$ cat src/rtl/slpm_pkg.sv
// Shared types and constants for the stage latency percentile monitor.
package slpm_pkg;

    localparam int DUR_W      = 32;
    localparam int COUNT_W    = 7;
    localparam int STAGE_W    = 2;
    localparam int CFG_IDX_W  = 3;
    localparam int BUDGET_W   = 32;
    localparam int NUM_BUDGET_STAGES = 4;

    localparam int Q95 = 95;
    localparam int Q99 = 99;
    localparam int QSCALE = 100;

    localparam logic OP_RECORD = 1'b0;
    localparam logic OP_QUERY  = 1'b1;

    localparam logic [CFG_IDX_W-1:0] CFG_LIMITER_P95 = 3'd0;
    localparam logic [CFG_IDX_W-1:0] CFG_LIMITER_P99 = 3'd1;
    localparam logic [CFG_IDX_W-1:0] CFG_GAIT_P95    = 3'd2;
    localparam logic [CFG_IDX_W-1:0] CFG_GAIT_P99    = 3'd3;
    localparam logic [CFG_IDX_W-1:0] CFG_BODY_P95    = 3'd4;
    localparam logic [CFG_IDX_W-1:0] CFG_BODY_P99    = 3'd5;
    localparam logic [CFG_IDX_W-1:0] CFG_SOLVER_P95  = 3'd6;
    localparam logic [CFG_IDX_W-1:0] CFG_SOLVER_P99  = 3'd7;

    typedef enum logic [2:0] {
        S_IDLE,
        S_CAND,
        S_CAPV,
        S_SCAN,
        S_JUDGE,
        S_DONE
    } t_state;

    typedef struct packed {
        logic [STAGE_W-1:0] stage;
        logic [COUNT_W-1:0] count;
        logic [DUR_W-1:0]   p95;
        logic [DUR_W-1:0]   p99;
    } t_res;

endpackage

$ cat src/rtl/slpm_ctrl.sv
// Sequencer: ring pointers, record writes and rank selection with one comparator.
module slpm_ctrl #(
    parameter int WINDOW     = 64,
    parameter int NUM_STAGES = 4,
    parameter int AW         = 8
) (
    input  logic                          i_clk,
    input  logic                          i_rst_n,
    input  logic                          i_start,
    input  logic                          i_opcode,
    input  logic [slpm_pkg::STAGE_W-1:0]  i_stage,
    input  logic [slpm_pkg::DUR_W-1:0]    i_duration,
    output logic                          o_ready,
    output logic                          o_res_valid,
    output slpm_pkg::t_res                o_res,
    input  logic                          i_res_take,
    output logic                          o_we,
    output logic [AW-1:0]                 o_waddr,
    output logic [slpm_pkg::DUR_W-1:0]    o_wdata,
    output logic [AW-1:0]                 o_raddr,
    input  logic [slpm_pkg::DUR_W-1:0]    i_rdata
);
    import slpm_pkg::*;

    localparam int IDX_W = (WINDOW > 1) ? $clog2(WINDOW) : 1;
    localparam int CNT_W = $clog2(WINDOW + 1);
    localparam int PW    = $clog2(2 * WINDOW);
    localparam int SW    = (NUM_STAGES > 1) ? $clog2(NUM_STAGES) : 1;
    localparam int CW    = $clog2(QSCALE * WINDOW + 1);
    localparam logic [PW-1:0]    WIN_P  = PW'(WINDOW);
    localparam logic [CW-1:0]    C_SCL  = CW'(QSCALE);
    localparam logic [CW-1:0]    C_Q95  = CW'(Q95);
    localparam logic [CW-1:0]    C_Q99  = CW'(Q99);
    localparam logic [CNT_W-1:0] CNT_WIN = CNT_W'(WINDOW);

    function automatic logic [IDX_W-1:0] wrap_pos(input logic [PW-1:0] a);
        logic [PW-1:0] r;
        r = (a >= WIN_P) ? a - WIN_P : a;
        return r[IDX_W-1:0];
    endfunction

    function automatic logic [AW-1:0] row_addr(input logic [SW-1:0] s,
                                               input logic [IDX_W-1:0] p);
        return AW'(int'(s) * WINDOW) + AW'(p);
    endfunction

    t_state r_state, n_state;

    logic [IDX_W-1:0] r_wp  [NUM_STAGES];
    logic [CNT_W-1:0] r_cnt [NUM_STAGES];

    logic [SW-1:0]      r_st;
    logic [STAGE_W-1:0] r_stage;
    logic [CNT_W-1:0]   r_n, r_i, r_j, r_less, r_le;
    logic [IDX_W-1:0]   r_base;
    logic [DUR_W-1:0]   r_v, r_p95, r_p99;
    logic [CW-1:0]      r_qn95, r_qn99;
    logic               r_got95, r_got99;

    logic [2:0]       st3;
    logic [SW-1:0]    st_idx;
    logic             stage_ok;
    logic [IDX_W-1:0] cur_wp;
    logic [CNT_W-1:0] cur_cnt, n_eff;
    logic             is_query, is_record;
    logic             f95, f99, all_found, last_cand;
    logic [CW-1:0]    less_s, le_s;
    logic [31:0]      n32;

    assign st3      = {1'b0, i_stage};
    assign st_idx   = st3[SW-1:0];
    assign stage_ok = int'(i_stage) < NUM_STAGES;
    assign cur_wp   = r_wp[st_idx];
    assign cur_cnt  = r_cnt[st_idx];
    assign n_eff    = stage_ok ? cur_cnt : '0;
    assign is_query  = i_start && (i_opcode == OP_QUERY);
    assign is_record = i_start && (i_opcode == OP_RECORD) && stage_ok;

    // rank test scaled by 100: less < ceil(q*n/100) <= le
    assign less_s    = CW'(r_less) * C_SCL;
    assign le_s      = CW'(r_le) * C_SCL;
    assign f95       = (less_s < r_qn95) && (r_qn95 <= le_s);
    assign f99       = (less_s < r_qn99) && (r_qn99 <= le_s);
    assign all_found = (r_got95 || f95) && (r_got99 || f99);
    assign last_cand = (r_i + CNT_W'(1)) == r_n;

    // next state
    always_comb begin
        n_state = r_state;
        case (r_state)
            S_IDLE: begin
                if (is_query) begin
                    n_state = (n_eff == '0) ? S_DONE : S_CAND;
                end
            end
            S_CAND:  n_state = S_CAPV;
            S_CAPV:  n_state = S_SCAN;
            S_SCAN: begin
                if (r_j == r_n) begin
                    n_state = S_JUDGE;
                end
            end
            S_JUDGE: n_state = (all_found || last_cand) ? S_DONE : S_CAND;
            S_DONE: begin
                if (i_res_take) begin
                    n_state = S_IDLE;
                end
            end
            default: n_state = S_IDLE;
        endcase
    end

    // outputs
    always_comb begin
        o_ready     = 1'b0;
        o_res_valid = 1'b0;
        o_raddr     = row_addr(r_st, r_base);
        case (r_state)
            S_IDLE:  o_ready = 1'b1;
            S_CAND:  o_raddr = row_addr(r_st, wrap_pos(PW'(r_base) + PW'(r_i)));
            S_CAPV:  o_raddr = row_addr(r_st, r_base);
            S_SCAN:  o_raddr = row_addr(r_st, wrap_pos(PW'(r_base) + PW'(r_j)));
            S_DONE:  o_res_valid = 1'b1;
            default: o_ready = 1'b0;
        endcase
    end

    assign o_we    = (r_state == S_IDLE) && is_record;
    assign o_waddr = row_addr(st_idx, cur_wp);
    assign o_wdata = i_duration;

    assign n32         = 32'(r_n);
    assign o_res.stage = r_stage;
    assign o_res.count = n32[COUNT_W-1:0];
    assign o_res.p95   = r_p95;
    assign o_res.p99   = r_p99;

    always_ff @(posedge i_clk) begin
        if (!i_rst_n) begin
            r_state <= S_IDLE;
            for (int k = 0; k < NUM_STAGES; k++) begin
                r_wp[k]  <= '0;
                r_cnt[k] <= '0;
            end
        end else begin
            r_state <= n_state;
            if (o_we) begin
                r_wp[st_idx] <= (int'(cur_wp) == WINDOW - 1) ? '0 : cur_wp + IDX_W'(1);
                if (cur_cnt < CNT_WIN) begin
                    r_cnt[st_idx] <= cur_cnt + CNT_W'(1);
                end
            end
        end
    end

    always_ff @(posedge i_clk) begin
        case (r_state)
            S_IDLE: begin
                if (is_query) begin
                    r_st    <= st_idx;
                    r_stage <= i_stage;
                    r_n     <= n_eff;
                    r_base  <= wrap_pos(PW'(cur_wp) + WIN_P - PW'(n_eff));
                    r_qn95  <= C_Q95 * CW'(n_eff);
                    r_qn99  <= C_Q99 * CW'(n_eff);
                    r_i     <= '0;
                    r_p95   <= '0;
                    r_p99   <= '0;
                    r_got95 <= 1'b0;
                    r_got99 <= 1'b0;
                end
            end
            S_CAPV: begin
                r_v    <= i_rdata;
                r_j    <= CNT_W'(1);
                r_less <= '0;
                r_le   <= '0;
            end
            S_SCAN: begin
                r_less <= r_less + CNT_W'(i_rdata < r_v);
                r_le   <= r_le + CNT_W'(i_rdata <= r_v);
                r_j    <= r_j + CNT_W'(1);
            end
            S_JUDGE: begin
                if (!r_got95 && f95) begin
                    r_p95   <= r_v;
                    r_got95 <= 1'b1;
                end
                if (!r_got99 && f99) begin
                    r_p99   <= r_v;
                    r_got99 <= 1'b1;
                end
                r_i <= r_i + CNT_W'(1);
            end
            default: r_v <= r_v;
        endcase
    end

    a_scan_holds: assert property (@(posedge i_clk) disable iff (!i_rst_n)
        (r_state == S_SCAN && r_j != r_n) |=> (r_state == S_SCAN))
        else $error("scan left before the window was walked");

    a_less_le: assert property (@(posedge i_clk) disable iff (!i_rst_n)
        (r_state == S_JUDGE) |-> (r_less <= r_le && r_le <= r_n))
        else $error("rank counters out of order");

    a_both_found: assert property (@(posedge i_clk) disable iff (!i_rst_n)
        (r_state == S_DONE && r_n != '0) |-> (r_got95 && r_got99))
        else $error("percentile not selected before result");

    a_cand_range: assert property (@(posedge i_clk) disable iff (!i_rst_n)
        (r_state == S_CAND) |-> (r_i < r_n))
        else $error("candidate index beyond kept count");

endmodule

$ cat config.mk
export PLATFORM = sky130hd
export DESIGN_NAME = slpm_ctrl
export DESIGN_NICKNAME = d
export VERILOG_FILES = /design/src/rtl/slpm_pkg.sv /design/src/rtl/slpm_ctrl.sv
export SDC_FILE = /design/constraint.sdc
export NUM_CORES = 1
export LEC_CHECK = 0
export BUFFER_PORTS_ARGS = -buffer_cell sky130_fd_sc_hd__buf_2
export CAP_MARGIN = 10
export CELL_PAD_IN_SITES_DETAIL_PLACEMENT = 1
export CELL_PAD_IN_SITES_GLOBAL_PLACEMENT = 2
export CORE_ASPECT_RATIO = 0.5
export CORE_MARGIN = 2
export CORE_UTILIZATION = 39
export CTS_BUF_LIST = sky130_fd_sc_hd__clkbuf_16
export CTS_CLUSTER_DIAMETER = 100
export CTS_CLUSTER_SIZE = 20
export DETAILED_ROUTE_END_ITERATION = 8
export GPL_TIMING_DRIVEN = 0
export PLACE_DENSITY = 0.79
export SLEW_MARGIN = 25
export SYNTH_ARGS = -nofsm -noshare
export SYNTH_HDL_FRONTEND = slang
export SYNTH_SLANG_ARGS = --single-unit
$ cat constraint.sdc
create_clock -name i_clk -period 8.7 [get_ports i_clk]
set_input_delay 0.435 -clock i_clk [delete_from_list [all_inputs] [get_ports i_clk]]
set_output_delay 0.435 -clock i_clk [all_outputs]
set_load 0.05 [all_outputs]
# == Word level (Yosys, flattened, before mapping) ==
# Memories as Yosys holds them, arrays and structs flattened.
# Cells that the tools add are included.
# word_totals
ff_bits,170
mem_bits_rw,52
input_bits,71
output_inout_bits,124
mem_count,2
# memory_table
name,depth,width,read_ports,rd_clocked_by_memory_dff,wr,line_no,rtl
r_cnt,4,7,1,0,4,slpm_ctrl.sv:50,logic [CNT_W-1:0] r_cnt [NUM_STAGES];
r_wp,4,6,1,0,4,slpm_ctrl.sv:49,logic [IDX_W-1:0] r_wp [NUM_STAGES];
# op_classes
addsub,17
n_mul,4
magnitude_cmp,10
n_eq_ne,13
mux,42
bitwise,1
reduce_logical,24
# ops
op,count
32-bit one-hot mux with 2 select lines,2
32-bit two-way mux,3
7-bit one-hot mux with 2 select lines,4
8-bit by 6-bit adder with 8-bit output,4
32-bit less-or-equal comparator,1
32-bit less-than comparator,1
6-bit two-way mux,5
13-bit less-or-equal comparator,2
13-bit less-than comparator,2
7-bit by 7-bit multiplier with 13-bit output (first input constant),2
7-bit by 5-bit multiplier with 11-bit output (second input constant),2
7-bit by 1-bit adder with 7-bit output (second input constant),3
7-bit >= comparator (second input constant),3
3-bit one-hot mux with 6 select lines,1
6-bit by 1-bit subtractor with 6-bit output (second input constant),3
8-bit one-hot mux with 2 select lines,1
1-bit two-way mux,15
3-bit two-way mux,5
6-bit by 7-bit adder with 7-bit output,2
7-bit by 1-bit adder with 7-bit output,2
7-bit == test,2
7-bit two-way mux,2
2-bit inequality test (second input constant),5
3-bit AND reduction,3
other kinds (20),36

# == Logic depth before layout (Yosys ltp) ==
# Gate-level depths: netlist of run 1.
# depth
word_depth,8
ltp_mapped,20
depth_no_buf,18

# == Worst setup path after synthesis of run 1 ==
# Ideal clock, no wire load.
# synth_path
path_kind,flip-flop to flip-flop
from,register r_le[3]
to,"register r_got95, enable pin"
t_arrival_ns,6.099
required_ns,8.231
slack_ns,2.132
path_stages_with_launch,16
period_less_slack_ns,6.568
path_cell_list,edfxtp_1 > ha_1 > ha_1 > fa_1 > ha_1 > nor2b_1 > o31a_1 > a21o_1 > ha_1 > nand4_1 > a31oi_1 > a211o_1 > o211ai_1 > a21oi_1 > or4_1 > o21ai_0
# synth_between
elab_chain_cells,6
# synth_lines
item,line_no,rtl
from (decl),slpm_ctrl.sv:54,"logic [CNT_W-1:0] r_n, r_i, r_j, r_less, r_le;"
from (signal assigned),slpm_ctrl.sv:181,r_le <= r_le + CNT_W'(i_rdata <= r_v);
7-bit by 5-bit multiplier with 11-bit output,slpm_ctrl.sv:81,assign le_s = CW'(r_le) * C_SCL;
13-bit less-or-equal comparator,slpm_ctrl.sv:82,assign f95 = (less_s < r_qn95) && (r_qn95 <= le_s);
1-bit logical AND,slpm_ctrl.sv:82,
1-bit logical AND,slpm_ctrl.sv:185,if (!r_got95 && f95) begin
2-bit inequality test (no source line),-,
3-bit AND reduction (no source line),-,
to (signal assigned),slpm_ctrl.sv:169,r_got95 <= 1'b0;
to (signal assigned),slpm_ctrl.sv:187,r_got95 <= 1'b1;
to (decl),slpm_ctrl.sv:58,"logic r_got95, r_got99;"
# No other way between the ends.
# A chain may end at the register's enable or synchronous reset.

# == Final worst setup path of run 1 ==
# layout_path
from,input port i_stage[0] (netlist name)
to,"register r_qn95[12], data pin"
# layout_between
elab_chain_cells,2
# layout_lines
item,line_no,rtl
from (decl),slpm_ctrl.sv:11,"input logic [slpm_pkg::STAGE_W-1:0] i_stage,"
memory read 4 x 7 bit,-,
net cur_cnt[5],slpm_ctrl.sv:64,"logic [CNT_W-1:0] cur_cnt, n_eff;"
7-bit by 7-bit multiplier with 13-bit output,slpm_ctrl.sv:164,r_qn95 <= C_Q95 * CW'(n_eff);
to (signal assigned),slpm_ctrl.sv:164,
to (decl),slpm_ctrl.sv:57,"logic [CW-1:0] r_qn95, r_qn99;"
# The timed path passes the listed nets, and every way through them passes these cells.

==> results of run 1 <==
==> through the flow <==
step / cell area, um2 / hold slack, ps / total power [mW]
5_1_grt: 15500 / 112 / 3.39
2_1_floorplan: 13600 / 534 / 2.21
4_1_cts: 15500 / 115 / 3.21
6_report: 15500 / 136 / 3.17
3_3_place_gp: 15000 / 594 / 2.48
3_5_place_dp: 15100 / 596 / 2.53
==> metal layers <==
| metal | vias to the layer above | wire length [um] | GRT usage [%] |
|---|---|---|---|
| met1 | 4490 | 14900 | 23.5 |
| li1 | 4402 | - | - |
| met2 | 142 | 16300 | 33.0 |
| met3 | 37 | 971 | 2.26 |
| met5 | - | 0 | 0 |
| met4 | 0 | 589 | 3.72 |
==> critical path, cell delays in order <==
cell and delay (ps):
buf_2 110, buf_6 170, clkbuf_1 530, mux4_2 780, fa_1 610, inv_1 100
fa_1 510, fa_1 540, inv_1 50, fa_1 450, ha_1 340, nor2b_1 150
o21a_1 190, o41ai_1 430, o21ai_0 210, xnor2_1 190
==> power groups by stage <==
stage | sequential [mW] | clock [mW] | combinational [mW]
floorplan | 1.39 | 0 | 0.813
global placement | 1.35 | 0 | 1.12
detailed placement | 1.35 | 0 | 1.18
CTS | 1.33 | 0.688 | 1.19
global route | 1.34 | 0.718 | 1.34
finish | 1.33 | 0.668 | 1.18
==> placed cells by master, fill, tap and decap left out, types with 13 or more instances in the layout <==
| cell | n |
|---|---|
| clkbuf_16 | 15 |
| xnor2_1 | 56 |
| buf_4 | 37 |
| fa_1 | 23 |
| inv_1 | 145 |
| o21ai_0 | 22 |
| xor2_1 | 32 |
| edfxtp_1 | 216 |
| ha_1 | 194 |
| nand4_1 | 13 |
| a21o_1 | 20 |
| nand2_1 | 63 |
| clkbuf_1 | 15 |
| nand3_1 | 30 |
| buf_2 | 162 |
| nor2_1 | 120 |
| a21oi_1 | 40 |
==> final timing paths <==
check / from / end / slack (ps)
hold / removal: i_stage[1] / r_stage[1]$_DFFE_PP_ / 140
hold reg to reg: r_v[12]$_DFFE_PP_ / r_p99[12]$_DFFE_PP_ / 630
setup reg to reg: r_le[3]$_SDFFCE_PP0P_ / r_p95[10]$_DFFE_PP_ / 3430
setup / recovery: i_stage[0] / r_qn95[12]$_DFFE_PP_ / 3130
==> final cells by class <==
| type | instances | area, um2 | share of cell area [%] |
|---|---|---|---|
| Antenna cell | 1 | 2.50 | 0.0161 |
| Timing Repair Buffer | 164 | 888 | 5.72 |
| Multi-Input combinational cell | 741 | 6200 | 39.9 |
| Clock inverter | 9 | 33.8 | 0.217 |
| Tap cell | 475 | 594 | 3.83 |
| Sequential cell | 219 | 6550 | 42.1 |
| Inverter | 137 | 514 | 3.31 |
| Clock buffer | 15 | 375 | 2.42 |
| Buffer | 59 | 378 | 2.43 |
==> kinds of logic after synthesis <==
logic type | Yosys count | synth area share (%)
AO/OA/AOI/OAI | 135 | 6.41
adder cells (fa/ha/maj) | 217 | 21.2
AND/OR/NAND/NOR | 285 | 9.47
multiplexers | 16 | 2.61
buffers and inverters | 196 | 6.54
flip-flops | 219 | 48.1
XOR/XNOR | 88 | 5.66
==> registers in the layout, indices dropped and copies added, names as in the netlist <==
| name | cells |
|---|---|
| r_j | 7 |
| r_got99 | 1 |
| r_wp | 24 |
| r_stage | 2 |
| r_p99 | 32 |
| r_qn95 | 12 |
| r_less | 7 |
| r_i | 7 |
| r_le | 7 |
| r_got95 | 1 |
| r_n | 7 |
| r_p95 | 32 |
| r_v | 32 |
| r_cnt | 28 |
| r_base | 6 |
| r_qn99 | 11 |
| r_state | 3 |
==> metrics.txt, run 1 <==
status=finished clean; Synth area leader=edfxtp_1; clock sink count=roughly 220; Fin. Hold Viols=0; gr ovfl total=0; RSZ-0062 raised after global routing=false; syn avg cell area=between 10 and 15 um2; Startpoint Class=primary input; combinational power share=roughly 37%; final worst-path cycle share=between 60% and 70%; antenna-violating nets left=0; critical path class=in2reg; Pleak=7.01 nW; FF+latch count, synth=219; Die Wd=between 200 and 300 um; DR DRC count=0; pin count of the biggest net entering global routing=39; Flop pwr share=41.8%; most common cell in the netlist=edfxtp_1; max-slew violation total from the final report=0; Filler Cell Count=around 3,800; CTS tree=done; Distinct cells, synth=55; dpl ws=between 2000 and 3000 ps; first-pass GRT wire length=~52,000 um; Yosys top cell area share=a little under half; Worst Setup End Kind=flop; vias=slightly above 9,000; Worst EP required=roughly 8900 ps; Die Span Y=approximately 140 um; worst-skew pair later-pin latency=500 ps; vias per std cell=about 5.0; fin util=a little under half; die area=36,500 um2; drt wl/cell=18.0 um; Initial DRC Count=~410; Layout Nets=around 1,600; post-route insts no fill=approximately 1,800; Initial Util=between 30 and 40%; Max VDD drop=0.0899 mV; Sw Ratio=35.3%; synth cell count leaders=edfxtp_1 (216), ha_1 (194), inv_1 (137), nor2_1 (120), nand2_1 (63); drt pass-1 iters=4; Critical Path Fanout Max=10; total CTS buffers=14; root buf cell=clkbuf_16; Mapped Nets=~1,400; share of cells above drive strength 1=between 10% and 20%; net switching power=roughly 1.1 mW; Buffers on Ports=roughly 160; # hold bufs at CTS=0; number of warnings issued by yosys=0; Total GRT Usage=a little under a fifth; Area contributors post-synth=edfxtp_1 (48%), ha_1 (18%), inv_1 (3.8%), xnor2_1 (3.6%), fa_1 (3.4%); CTS max path bufs=3; wirelength, routed=about 33,000 um; number of synthesized flops with an enable pin=approximately 220; cells after synthesis=1,156; main flop type after synthesis=edfxtp_1; Ports=195; Critical Path AT=~5800 ps; Area Growth Syn to Fin=14.1%; cell count of the worst hold path=1; PD cells=204 nW/um2; synthesized cell area=~14,000 um2; max-cap viol count=0; GPL Wtd Cong=just over 0.8; ys async rst share=0%; P_int=2.05 mW; Worst Reg-to-Reg Cells=16; sequential area share after synthesis=approximately half; Max-slew headroom=~44%; Reg clk slew, reported paths=approximately 90 ps; final setup margin=roughly 3100 ps; cell count after placement=approximately 1,800; Post-CTS Resized=0; Worst Skew=roughly 22 ps; # Post-CTS Setup Buffers=0; vias in the first global route=9,700; Setup TNS=0 ps; initial antenna violation count=0; row count=48; Post-DP HPWL=26,600 um; Final Setup Violations=0; Placeable Area=between 30,000 and 40,000 um2; Tmin final=around 5600 ps; HP Class=in2reg; Clk pwr share=approximately a fifth; Slew @ Worst Pin=around 840 ps; f_max=approximately 0.18 GHz; H-tree lvl count=1
Power figures use the tool's default switching activity.
==> inputs of run 2 (changes only) <==
--- a/config.mk
+++ b/config.mk
@@ -5,19 +5,20 @@
 export SDC_FILE = /design/constraint.sdc
 export NUM_CORES = 1
 export LEC_CHECK = 0
+export ABC_AREA = 1
 export BUFFER_PORTS_ARGS = -buffer_cell sky130_fd_sc_hd__buf_2
 export CAP_MARGIN = 10
 export CELL_PAD_IN_SITES_DETAIL_PLACEMENT = 1
 export CELL_PAD_IN_SITES_GLOBAL_PLACEMENT = 2
 export CORE_ASPECT_RATIO = 0.5
 export CORE_MARGIN = 2
-export CORE_UTILIZATION = 39
+export CORE_UTILIZATION = 34
 export CTS_BUF_LIST = sky130_fd_sc_hd__clkbuf_16
 export CTS_CLUSTER_DIAMETER = 100
 export CTS_CLUSTER_SIZE = 20
 export DETAILED_ROUTE_END_ITERATION = 8
 export GPL_TIMING_DRIVEN = 0
-export PLACE_DENSITY = 0.79
+export PLACE_DENSITY = 0.75
 export SLEW_MARGIN = 25
 export SYNTH_ARGS = -nofsm -noshare
 export SYNTH_HDL_FRONTEND = slang
==> constraint.sdc (replaced) <==
create_clock -name i_clk -period 4.64 [get_ports i_clk]
set_input_delay 0.232 -clock i_clk [delete_from_list [all_inputs] [get_ports i_clk]]
set_output_delay 0.232 -clock i_clk [all_outputs]
set_load 0.05 [all_outputs]
==> run 2 against run 1 <==
Effect of this change:
- wire length increased by 10%
- highest routed layer unchanged
- critical path type is now reg2reg
- largest power group is now combinational cells
- combinational power rose to 4.2 times the previous value
- largest cell class unchanged
- critical endpoint unchanged
- clock skew decreased by 6.8 ps
- hold slack worse by 110 ps
==> metrics.txt, run 2 <==
status=finished clean; PD cells=about 540 nW/um2; Synth area leader=edfxtp_1; Max-slew headroom=36.8%; Buffers on Ports=roughly 160; sequential area share after synthesis=between 40% and 50%; Worst Setup End Kind=flop; gr ovfl total=0; final setup margin=between 150 and 200 ps; drt pass-1 iters=6; Sw Ratio=43.8%; Total GRT Usage=approximately 17%; wirelength, routed=36,200 um; cell count after placement=between 2,000 and 2,500; Area contributors post-synth=edfxtp_1 (47%), ha_1 (17%), nand2_1 (5.8%), inv_1 (5.3%), nor2_1 (3.5%); post-route insts no fill=roughly 2,100; Final Setup Violations=0; most common cell after layout, fill and taps aside=edfxtp_1; most common cell in the netlist=edfxtp_1; Initial Util=34.4%; final worst-path cycle share=a little over nine tenths; net switching power=3.92 mW; root buf cell=clkbuf_16; Reg2Reg Setup Slack=190 ps; Die Wd=between 200 and 300 um; Area Growth Syn to Fin=19.6%; die area=42,700 um2; Setup TNS=0 ps; cells after synthesis=1,352; synth cell count leaders=edfxtp_1 (216), nand2_1 (215), inv_1 (198), ha_1 (194), nor2_1 (131); Regs by FF count=r_p95: 32 flops, r_p99: 32 flops, r_v: 32 flops; Ports=195; dpl ws=-1110 ps; max-slew violation total from the final report=0; combinational power share=between 50 and 60%; worst-skew pair later-pin latency=500 ps; number of warnings issued by yosys=0; Layout Nets=1,886; first-pass GRT wire length=approximately 58,000 um; Clk pwr share=between 10% and 20%; cell area after layout=~17,000 um2; Placeable Area=between 40,000 and 50,000 um2; Slew @ Worst Pin=approximately 950 ps; pin count of the biggest net entering global routing=39; Flop pwr share=a little under a third; HP Class=in2reg; Post-DP HPWL=roughly 28,000 um; CTS tree=done; vias=around 10,000; Mapped Nets=between 1,500 and 2,000; antenna-violating nets left=0; Startpoint Class=flop; initial antenna violation count=0; main flop type after synthesis=edfxtp_1; Yosys top cell area share=a little under half; total CTS buffers=14; GPL Wtd Cong=just over 0.8; Reg clk slew, reported paths=approximately 90 ps; vias per std cell=approximately 4.7; critical path class=reg2reg; H-tree lvl count=1; hold slack=between 20 and 25 ps; Pleak=7.73 nW; Tmin final=4450 ps; P_int=5.04 mW; number of synthesized flops with an enable pin=216; FF+latch count, synth=approximately 220; Fin. Hold Viols=0; Critical Path Fanout Max=5; Area after DPL=15,500 um2; CTS max path bufs=3; Max VDD drop=0.258 mV; Critical Path AT=4690 ps; row count=52; vias in the first global route=~11,000; fin util=about two fifths; f_max=~0.22 GHz; DR DRC count=0; clock sink count=219; Distinct cells, synth=48; Die Span Y=about 150 um; Worst EP required=about 4900 ps; Initial DRC Count=approximately 310; ys async rst share=0%; power consumption=a little under 9 mW; n_diodes=0; share of cells above drive strength 1=20.9%; max-cap viol count=0; drt wl/cell=around 17 um; syn avg cell area=slightly above 10 um2; Worst Skew=around 15 ps; highest-count cells in the layout ignoring fill and taps=edfxtp_1 (216), nand2_1 (212), inv_1 (196); synthesized cell area=13,900 um2
==> run 2: changes by cell type in the layout (fill, tap and decap cells not counted), moves of 14 or more <==
cell	change
nand2_1	+149
inv_1	+51
buf_4	+33
dlygate4sd3_1	+33
xnor2_1	-33
a21oi_1	+23
inv_2	+20
a21o_1	-14
==> run 2: kinds of logic after synthesis <==
logic type      share of synthesized area [%]
simple gates                             13.1
buf+inv                                  8.59
flops                                    47.0
fa+ha+maj                                20.8
compound gates                           6.16
xor+xnor                                 4.34
==> run 2: per-layer routing <==
layer,vias to the layer above,track usage [%],routed length (um)
met3,41,2.16,837
met1,4876,21.5,16200
met5,-,0,0
li1,4978,-,-
met4,0,4.09,729
met2,150,31.3,18400
==> run 2: path summary, 6_finish.rpt <==
check | start | endpoint | cells after the start
worst min register to register | r_state[0]$_SDFFE_PN0P_ | r_state[1]$_SDFFE_PN0P_ | 2
worst min-delay path | i_stage[0] | r_stage[0]$_DFFE_PP_ | 1
worst max-delay path | r_cnt[3][4]$_DFFE_PP_ | r_qn95[12]$_DFFE_PP_ | 22
worst max register to register | r_cnt[3][4]$_DFFE_PP_ | r_qn95[12]$_DFFE_PP_ | 22
==> run 2: worst max-delay path: stages (launching register included) <==
cell,delay [ps]
edfxtp_1,390
nand2_1,100
nand3_2,100
nand2_4,120
inv_8,50
fa_1,540
inv_2,60
fa_1,450
fa_1,510
inv_1,50
fa_1,490
ha_4,320
nand2_1,60
inv_1,50
nand4_1,80
and3_4,170
inv_1,50
a21oi_1,50
o21bai_1,160
nand2_1,80
nand2_1,90
a21oi_2,60
xor2_1,160
==> run 2: power groups by stage <==
stage                     registers, mW  logic [mW]  clock network [mW]
after detailed placement           2.86        4.62                   0
after global placement             2.85        4.40                   0
after CTS                          2.81        4.78                1.29
after floorplan                    3.04        3.17                   0
final                              2.80        4.90                1.25
after global routing               2.84        5.60                1.36
==> run 2: layout make-up <==
| class | count | area [um2] |
|---|---|---|
| buffer | 54 | 377 |
| clock buffer | 15 | 375 |
| clock inverter | 4 | 15.0 |
| fill | 4563 | 23800 |
| inverter | 218 | 831 |
| multi-input combinational | 862 | 6380 |
| sequential | 219 | 6550 |
| tap | 540 | 676 |
| timing repair buffer | 229 | 1440 |
==> run 2: repair_timing <==
action / 4_1_cts / 5_1_grt
setup endpoints to repair: 73 / 69
pin swaps: 11 / 18
endpoints found under the hold margin: 33 / 0
hold buffers: 33 / 0
resized for setup: 10 / 27
cloned: 1 / 0
buffers inserted: 17 / 13
==> inputs of run 3 (changes only) <==
--- a/config.mk
+++ b/config.mk
@@ -5,14 +5,13 @@
 export SDC_FILE = /design/constraint.sdc
 export NUM_CORES = 1
 export LEC_CHECK = 0
-export ABC_AREA = 1
 export BUFFER_PORTS_ARGS = -buffer_cell sky130_fd_sc_hd__buf_2
 export CAP_MARGIN = 10
 export CELL_PAD_IN_SITES_DETAIL_PLACEMENT = 1
 export CELL_PAD_IN_SITES_GLOBAL_PLACEMENT = 2
 export CORE_ASPECT_RATIO = 0.5
 export CORE_MARGIN = 2
-export CORE_UTILIZATION = 34
+export CORE_UTILIZATION = 35
 export CTS_BUF_LIST = sky130_fd_sc_hd__clkbuf_16
 export CTS_CLUSTER_DIAMETER = 100
 export CTS_CLUSTER_SIZE = 20
==> run 3 against run 2 <==
Effect of this change:
- combinational power fell by 47%
- first-iteration DRC count grew 53%
- fmax fell by 4.0%
- die area decreased by 4.9%
- clock power hardly changed
- largest power group unchanged
==> metrics.txt, run 3 (synthesis results as in run 1) <==
Critical Path Most Common Cell=fa_1; HP Class=in2reg; Critical Path Fanout Max=3; Regs by FF count=r_p95: 32 flops, r_p99: 32 flops, r_v: 32 flops; worst-skew pair later-pin latency=500 ps; hold slack=around 230 ps; GPL Wtd Cong=0.809; Slew @ Worst Pin=about 850 ps; crit-path cells=mux4_2 -> fa_1 -> inv_2 -> fa_1 -> fa_1 -> inv_1 -> fa_1 -> ha_4 -> nor2b_4 -> o21a_1 -> o41ai_4 -> o21ai_2 -> xnor2_2; vias in the first global route=between 10,000 and 15,000; drt wl/cell=approximately 18 um; slowest stage delay, CP=590 ps; critical path class=reg2reg; Worst Skew=27.5 ps; Buffers on Ports=161; Max VDD drop=0.226 mV; share of cells above drive strength 1=23.0%; Initial DRC Count=around 480; initial antenna violation count=0; Filler Cell Count=between 4,000 and 5,000; drt pass-1 iters=4; CP top delay family=adder cells; Initial Util=a little over a third; CTS tree=done; Flop pwr share=between 30% and 40%; Pleak=~7.4 nW; wirelength, routed=roughly 35,000 um; Total GRT Usage=roughly 17%; combinational power share=between 40% and 50%; first-pass GRT wire length=54,800 um; Die Wd=283 um; pin count of the biggest net entering global routing=39; Worst EP required=just under 5000 ps; Reg clk slew, reported paths=roughly 90 ps; Fin. Hold Viols=0; Buf+Inv Stages, Crit Path=2; Layout Nets=between 1,500 and 2,000; Startpoint Class=flop; Clk pwr share=19.7%; most common cell after layout, fill and taps aside=edfxtp_1; Sw Ratio=35.5%; die area=about 40,000 um2; vias per std cell=a little under 5; CTS max path bufs=3; max-slew violation total from the final report=0; antenna-violating nets left=0; Worst Setup End Kind=flop; multi-input logic area=between 6000 and 7000 um2; clock sink count=roughly 220; Tmin final=~4600 ps; highest-count cells in the layout ignoring fill and taps=edfxtp_1 (216), ha_1 (184), buf_2 (163); gr ovfl total=0; CP max stage cell=fa_1; Final Setup Violations=0; net switching power=around 2.2 mW; H-tree lvl count=1; vias=around 9,400; final worst-path cycle share=99.9%; row count=around 50; P_int=around 4.1 mW; Sequential Area=about 6500 um2; Ports=~200; f_max=~0.22 GHz; Die Span Y=143 um; Placeable Area=around 39,000 um2; PD cells=380 nW/um2; DR DRC count=0; Area Growth Syn to Fin=22.1%; status=finished clean; root buf cell=clkbuf_16; max-cap viol count=0; Post-DP HPWL=~26,000 um; total CTS buffers=14; Max-slew headroom=43.0%; RSZ-0062 raised after global routing=true; power consumption=6.32 mW; Critical Path AT=around 5000 ps
-- run 3: cell types whose count changed in the layout (fill, tap and decap cells not counted), moves of 8 or more --
cell and delta:
a21o_1 +14, nor2b_1 +8, xor2_1 -13, o21a_1 +9, a21oi_1 -30, o21ai_0 -10
inv_1 -63, nand2_1 -149, nor2_1 -12, xnor2_1 +29, nand3_1 -12, inv_2 -16
-- run 3: layer usage --
metal / vias up / global-route usage, % / share of wire (%) / routed length (um)
met3: 42 / 2.08 / 2.9 / 1030
met4: 0 / 2.98 / 1.6 / 575
met5: - / 0 / 0 / 0
met2: 158 / 31.8 / 51 / 17800
met1: 4682 / 22.1 / 45 / 15700
li1: 4549 / - / - / -
-- run 3: worst paths after layout --
check                                 start                       to  cells past startpoint  slack (ps)
setup / recovery  r_cnt[2][5]$_SDFFCE_PN0P_     r_qn95[12]$_DFFE_PP_                     13           3
hold reg to reg            r_v[9]$_DFFE_PP_       r_p99[9]$_DFFE_PP_                      2         630
setup reg to reg  r_cnt[2][5]$_SDFFCE_PN0P_     r_qn95[12]$_DFFE_PP_                     13           3
hold / removal                   i_res_take  r_state[0]$_SDFFE_PN0P_                      5         230
-- run 3: layout make-up --
cell class | instances | share of cell area [%]
repair buffers | 237 | 9.73
clock buffers | 15 | 2.26
multi-input cells | 742 | 39.0
plain buffers | 58 | 2.39
well taps | 530 | 3.99
diodes | 1 | 0.0151
clock inverters | 4 | 0.0903
flip-flops and latches | 219 | 39.4
inverters | 137 | 3.14
-- run 3: stage by stage --
stage	worst slack (ps)	TNS, ps	utilization, %	instances	instance area [um2]
5_1_grt	-153	-2870	43.0	1942	16600
4_1_cts	-72.6	-86.9	42.5	1935	16400
3_5_place_dp	-755	-29770	39.5	1849	15200
3_3_place_gp	-806	-47100	39.3	1847	15200
2_1_floorplan	-5.18	-171	-	1156	13700
6_report	2.84	0	43.0	1943	16600
-- run 3: worst min-delay path, stage by stage --
cell,delay [ps]
buf_2,130
a21o_1,130
nand2_1,70
nand2_1,70
a21oi_1,40
-- run 3: power by group through the flow --
| stage | combinational [mW] | clock [mW] | sequential, mW |
|---|---|---|---|
| 2_1_floorplan | 1.57 | 0 | 2.61 |
| 3_3_place_gp | 2.16 | 0 | 2.53 |
| 3_5_place_dp | 2.26 | 0 | 2.54 |
| 4_1_cts | 2.46 | 1.28 | 2.49 |
| 5_1_grt | 2.89 | 1.35 | 2.51 |
| 6_report | 2.59 | 1.25 | 2.49 |
-- run 3: repair_timing --
item | 4_1_cts | 5_1_grt
hold buffers | 34 | 0
gates cloned | 3 | 1
pin swaps | 12 | 30
gates resized for setup | 16 | 40
setup buffers | 30 | 8
endpoints found under the hold margin | 34 | 0
endpoints found under the setup margin | 69 | 73
